==> src/rtl/core/srat_pkg.sv <==
package srat_pkg;

	localparam int TABLE_DEPTH = 32;
	localparam int ADDR_BYTES = 6;
	localparam int RESET_RESULT_LIMIT = 32;
	localparam int ADDR_W = ADDR_BYTES * 8;
	localparam int REC_W = 32;
	localparam int AGE_W = 4;
	localparam int COUNT_W = 8;
	localparam int IDX_W = (TABLE_DEPTH > 1) ? $clog2(TABLE_DEPTH) : 1;
	localparam int OCC_W = $clog2(TABLE_DEPTH + 1);

	localparam logic [1:0] OP_BEGIN = 2'd0;
	localparam logic [1:0] OP_RESULT = 2'd1;
	localparam logic [1:0] OP_END = 2'd2;

	localparam logic [1:0] MODE_PASS = 2'd0;
	localparam logic [1:0] MODE_PASSIVE = 2'd1;
	localparam logic [1:0] MODE_ACTIVE = 2'd2;

	localparam logic [1:0] REG_AGE_START = 2'd0;
	localparam logic [1:0] REG_RESULT_LIMIT = 2'd1;

	localparam logic KIND_REPLAY = 1'b0;
	localparam logic KIND_SUMMARY = 1'b1;

	typedef struct packed {
		logic [ADDR_W-1:0] addr;
		logic [REC_W-1:0]  rec;
		logic [AGE_W-1:0]  age;
		logic              seen;
	} entry_t;

	typedef struct packed {
		logic [ADDR_W-1:0] key;
		logic [REC_W-1:0]  rec;
		logic [AGE_W-1:0]  age_start;
		logic [OCC_W-1:0]  occ;
		logic              lookup;
		logic              clr_seen;
		logic              shift;
		logic              keep;
		logic              mark;
		logic [IDX_W-1:0]  wpos;
		entry_t            head;
	} ctl_t;

endpackage

==> src/rtl/core/srat_cell.sv <==
module srat_cell (
	input  logic                        clk,
	input  logic                        arst_n,
	input  logic [srat_pkg::IDX_W-1:0]  cell_idx,
	input  srat_pkg::ctl_t              ctl,
	input  logic                        append,
	input  srat_pkg::entry_t            nxt,
	input  logic                        found_in,
	output logic                        found_out,
	output srat_pkg::entry_t            ent
);

	srat_pkg::entry_t ent_q;
	srat_pkg::entry_t ent_d;
	logic [srat_pkg::ADDR_W-1:0] addr_q;
	logic [srat_pkg::REC_W-1:0]  rec_q;
	logic [srat_pkg::AGE_W-1:0]  age_q;
	logic                        seen_q;
	logic [srat_pkg::OCC_W-1:0] idx_ext;
	logic valid;
	logic hit;

	assign ent_q = {addr_q, rec_q, age_q, seen_q};
	assign idx_ext = srat_pkg::OCC_W'(cell_idx);
	assign valid = idx_ext < ctl.occ;
	assign hit = valid && (ent_q.addr == ctl.key);
	assign found_out = found_in | hit;
	assign ent = ent_q;

	always_comb begin
		ent_d = ent_q;
		if (ctl.clr_seen) begin
			ent_d.seen = 1'b0;
		end
		if (ctl.lookup && hit) begin
			ent_d.seen = 1'b1;
			if (!found_in) begin
				ent_d.rec = ctl.rec;
				ent_d.age = ctl.age_start;
			end
		end
		if (append && (idx_ext == ctl.occ)) begin
			ent_d.addr = ctl.key;
			ent_d.rec = ctl.rec;
			ent_d.age = ctl.age_start;
			ent_d.seen = 1'b1;
		end
		if (ctl.shift) begin
			// take the neighbor's entry, or the kept head at the write slot
			if (ctl.keep && (cell_idx == ctl.wpos)) begin
				ent_d = ctl.head;
			end else begin
				ent_d = nxt;
				if (ctl.mark && (nxt.addr == ctl.key)) begin
					ent_d.seen = 1'b1;
				end
			end
		end
	end

	always_ff @(posedge clk) begin
		addr_q <= ent_d.addr;
		rec_q <= ent_d.rec;
	end

	always_ff @(posedge clk or negedge arst_n) begin
		if (!arst_n) begin
			age_q <= '0;
			seen_q <= 1'b0;
		end else begin
			age_q <= ent_d.age;
			seen_q <= ent_d.seen;
		end
	end

endmodule

==> config.mk <==
export PLATFORM = sky130hd
export DESIGN_NAME = srat_cell
export DESIGN_NICKNAME = d
export VERILOG_FILES = /design/src/rtl/core/srat_pkg.sv /design/src/rtl/core/srat_cell.sv
export SDC_FILE = /design/constraint.sdc
export NUM_CORES = 1
export LEC_CHECK = 0
export ABC_AREA = 0
export BUFFER_PORTS_ARGS = -buffer_cell sky130_fd_sc_hd__buf_4
export CORE_AREA = 2 2 143 145
export DETAILED_ROUTE_END_ITERATION = 10
export DIE_AREA = 0 0 145 147
export PLACE_DENSITY = 0.63
export SLEW_MARGIN = 15
export SYNTH_ARGS = -nofsm -noshare
export SYNTH_HDL_FRONTEND = slang
export SYNTH_SLANG_ARGS = --single-unit
export TNS_END_PERCENT = 10
==> constraint.sdc <==
create_clock -name clk -period 4.34 [get_ports clk]
set_input_delay 0.868 -clock clk [delete_from_list [all_inputs] [get_ports clk]]
set_output_delay 0.868 -clock clk [all_outputs]
set_load 0.005 [all_outputs]
# Yosys cells after proc, flatten, opt, wreduce, memory -nomap -nowiden
# Index checks and enable logic that the tools add are counted.
op_classes:
  n_reduce_logical: 9
  n_eq_ne: 5
  bitwise_logic: 1
  order_cmp: 1
  mux: 7
op_table:
  columns: ["cell", "count"]
  rows:
  - ["$mux 85", 3]
  - ["$eq 48x48->1", 2]
  - ["$mux 37", 1]
  - ["$mux 36", 1]
  - ["$eq 5x6->1", 1]
  - ["$lt 5x6->1", 1]
  - ["$eq 5x5->1", 1]
  - ["$logic_and 1x1->1", 5]
  - ["$reduce_bool 4->1", 1]
  - ["$ne 3x2->1 const B", 1]
  - ["$reduce_bool 3->1", 1]
  - ["$mux 1", 2]
  - ["$reduce_and 2->1", 1]
  - ["$reduce_bool 2->1", 1]
  - ["$or 1x1->1", 1]
totals:
  output_inout_bits: 86
  reg_bits: 85
  in_bits: 279
  wordCells: 27

# Logic depth before layout (Yosys ltp)
logic_depth:
  depth_word: 6
  ltp_mapped: 10
  depth_no_buf: 9

# Worst setup path after synthesis
# No wires, ideal clock.
synth_timing:
  path_type: "input-to-reg"
  start: "in ctl[99] (netlist name)"
  end: "reg rec_q[0] (netlist name) (enable)"
  arrival_time_ns: 3.326
  path_slack_ns: 0.627
  n_path_buf: 0
  required_ns: 3.953
  stages: 8
  setup_time_ns: 0.387
  path_cell_list: "inv_1 -> ha_1 -> nor2b_1 -> nand3_1 -> nor2_1 -> or2_2 -> o21ba_4 -> inv_1"
synth_between:
  elab_chain_len: 5
  word_cells_on_any_way: 8
  cone_classes: "1 x order compare; 2 x eq/ne; 5 x reduce/logical"
synth_lines:
  columns: ["element", "line_no", "source"]
  rows:
  - ["start, declared", "srat_cell.sv:5", "input srat_pkg::ctl_t ctl,"]
  - ["$lt 5x6->1", "srat_cell.sv:25", "assign valid = idx_ext < ctl.occ;"]
  - ["$logic_and 1x1->1", "srat_cell.sv:26", "assign hit = valid && (ent_q.addr == ctl.key);"]
  - ["$logic_and 1x1->1", "srat_cell.sv:35", "if (ctl.lookup && hit) begin"]
  - ["$reduce_bool 3->1 (no source line)", null, null]
  - ["$reduce_and 2->1 (no source line) *", null, null]
  - ["end signal, assigned", "srat_cell.sv:63", "rec_q <= ent_d.rec;"]
  - ["end, declared", "srat_cell.sv:16", "logic [srat_pkg::REC_W-1:0] rec_q;"]
# Every way passes the cells marked *; elsewhere a longest branch is shown, timed or not.
# A chain may end at the register's enable or synchronous reset.

# Worst setup path in the final report
layout_timing:
  start: "in cell_idx[4] (netlist name)"
  end: "out found_out"
layout_between:
  elab_chain_len: 3
layout_lines:
  columns: ["element", "line_no", "source"]
  rows:
  - ["start, declared", "srat_cell.sv:4", "input logic [srat_pkg::IDX_W-1:0] cell_idx,"]
  - ["$lt 5x6->1", "srat_cell.sv:25", null]
  - ["$logic_and 1x1->1", "srat_cell.sv:26", null]
  - ["$or 1x1->1", "srat_cell.sv:27", "assign found_out = found_in | hit;"]
  - ["end, declared", "srat_cell.sv:9", "output logic found_out,"]
# Every way passes these cells.

==> flow_summary.toml <==
[outcome]
status = "completed"

[yosys]
ys_seq_area_share_pct = 42.1
synth-edff-count = 80
ys_dominant_reg_cell = "edfxtp_1"
ys_async_sr_fraction_pct = 5.88
ys_types = 43
ys_ff_latch = 85
netlist_instances = 567
yosys_warnings = 0
syn-cell-area_sq_um = 6000
postSynthAreaPerCell_sq_um = 10.6
synth_nets = 851

[global_route]
grt_pass1_wl_mm = 35.3
grtUsageTotal_pct = 21.9
grt_pass1_vias = 5777
antenna_found_initial = 0
overflow = 0
grt_max_degree = 79

[worst_setup_path]
cp.arrival_ns = 2.67
path_common_cell = "buf_4"
slowest_stage = "or4_4"
critPathMaxStageDelay_ns = 0.50
r2r_setup_slack_ns = 1.58
cpLargestDelayFamily = "simple AND/OR/NAND/NOR gates"
cp.required_ns = 3.47
path_class = "in -> out"
rr_endpoint = "rec_q[22]"
crit_buf_inv = 2
path_cells = "buf_4, ha_1, nor2b_4, a2111o_1, or4_4, nor4_4, a21o_2, buf_4"
crit_path_max_fanout = 2
ff2ff_path_depth = 8
path_depth = 8
rr_startpoint = "addr_q[0]"
start_kind = "input pin"
end_kind = "output pin"

[pwr]
ir_drop_mv = 0.229
power_uw = 2530
powerDensity_nw_per_um2 = 270
p_leak_uw = 0.00396

[cts]
clkLatencyLatePin_ns = 0.34
numCtsBuffers = 9
clock_sinks = 85
clkTransAtPathRegs_ns = 0.06
cts_buffer_depth = 2
postCtsSetupBuffers = 0
holdBufCountCts = 0
cts_tree = "built"
cts_root_buf = "clkbuf_16"
cts_resized = 0
ctsHtreeMaxLevel = 3

[placed_design]
hpwlAfterDp_mm = 19.2
place_congestion = 0.856
portBuffers = 364

[cells_and_area]
fill_cells = 1942
nNetsFinal = 1201
drive_gt1_share_pct = 52.1
diodes = 0
ff_latch_area_sq_um = 2530
multi_input_area_sq_um = 3250
syn2layout_area_growth_pct = 55.7

[floorplanning]
start_util_pct = 30.2
core_region_area_sq_um = 19800
fp-row-count = 52
die_height_um = 147
ios = 365
die_w_um = 145
die_area_sq_um = 21300

[worst_hold_path]
hp-class = "in -> async"

[drt]
vias = 5666
avgRoutedWirePerCell_um = 20.0
drt-vias-per-instance = 4.75
routed_wirelength_mm = 23.8
drc = 0
dr.pass1.iters = 4
drt_iter0_markers = 391
ant_nets = 0

[timing]
rsz0062_at_grt = "no"
setup_tns_ns = 0
worst_pin_slew_ns = 0.721
hold_violations = 0
slew_headroom_pct = 51.9
max_freq_mhz = 283
setup_viol = 0
finalMaxSlewViolations = 0
fin_skew_ns = 0.00821
finalCritPeriodShare_pct = 81.5
period_needed_ns = 3.54

[flow_run]
maxCapViolCount = 0
==> placed cells by master, fill, tap and decap left out, drive strengths merged, types with 2 or more instances in the layout <==
cell,synthesis,final
o21ai,45,45
clkbuf,22,11
mux2i,5,5
a2111oi,2,2
o31ai,6,6
inv,20,21
mux2,83,83
a22o,32,32
nor2,5,5
xor2,46,46
buf,11,372
bufinv,0,2
nand3,6,6
nor2b,7,7
clkinvlp,0,2
nor4,15,15
ha,5,5
xnor2,44,44
nand2,93,93
dfrtp,5,5
nand4,11,11
o22ai,3,3
a21oi,8,8
edfxtp,80,80
==> kinds of logic (layout without fill, tap and decap cells) <==
logic type,count (synthesis),in the layout,synth area share (%)
AOI/OAI and AO/OA,104,104,12.0
xor gates and xnor gates,90,90,13.1
adders and majority gates,5,5,1.04
buffers and inverters,53,408,3.84
DFF,85,85,42.1
muxes,88,88,16.7
and+or+nand+nor,142,142,11.2
==> Yosys cell counts (6+ instances only) <==
cell | count | share of area [%]
nor2b_1 | 6 | 0.63
o21ai_0 | 45 | 3.8
inv_1 | 20 | 1.3
clkbuf_1 | 22 | 1.4
edfxtp_1 | 80 | 40
nor4_1 | 14 | 1.5
xor2_1 | 46 | 6.7
o31ai_1 | 6 | 0.75
mux2_2 | 79 | 15
a22o_1 | 32 | 4.7
nand4_1 | 11 | 1.1
nand2_1 | 93 | 5.8
a21oi_1 | 7 | 0.58
xnor2_1 | 44 | 6.4
==> how the worst max path moves through the flow <==
stage / startpoint / endpoint / slack (ns)
after global placement: cell_idx[4] / found_out / 0.81
final: cell_idx[4] / found_out / 0.80
after floorplan: ctl[99] / rec_q[0] / 0.63
after global routing: cell_idx[4] / found_out / 0.77
after detailed placement: cell_idx[4] / found_out / 0.80
after CTS: cell_idx[4] / found_out / 0.80
==> power breakdown <==
group	leakage, uW	internal [uW]	switching (uW)	total [uW]
logic	0.00299	383	277	660
clock network	0.000146	507	334	842
registers	0.000830	982	42.6	1020
total	0.00396	1870	654	2530
==> layout make-up <==
class | count | share of cell area, %
Multi-Input combinational cell | 429 | 34.8
Timing Repair Buffer | 372 | 30.3
Sequential cell | 85 | 27.1
Tap cell | 270 | 3.62
Clock buffer | 11 | 2.49
Clock inverter | 5 | 0.898
Inverter | 20 | 0.804
==> metal layers <==
metal / GRT usage [%] / share of wire [%] / up-vias
li1: - / - / 2754
met1: 29.2 / 44 / 2676
met2: 36.1 / 48 / 209
met3: 4.47 / 5.5 / 27
met4: 6.24 / 2.0 / 0
met5: 0 / 0 / -
==> metrics by stage <==
| step | setup slack, ns | utilization, % | std cells | cell area [sq um] | hold slack (ns) |
|---|---|---|---|---|---|
| global route | 0.766 | 47.1 | 1192 | 9340 | 0.301 |
| floorplan | 0.627 | - | 567 | 6000 | 0.506 |
| CTS | 0.796 | 47.1 | 1192 | 9340 | 0.301 |
| finish | 0.803 | 47.1 | 1192 | 9340 | 0.316 |
| detailed placement | 0.796 | 45.5 | 1176 | 9020 | 0.495 |
| global placement | 0.807 | 45.5 | 1176 | 9020 | 0.502 |
==> flip-flops by register name (all words and copies together), names as in the netlist <==
register and count:
rec_q 32, addr_q 48, age_q 4, seen_q 1
(Power assumes the default switching activity.)
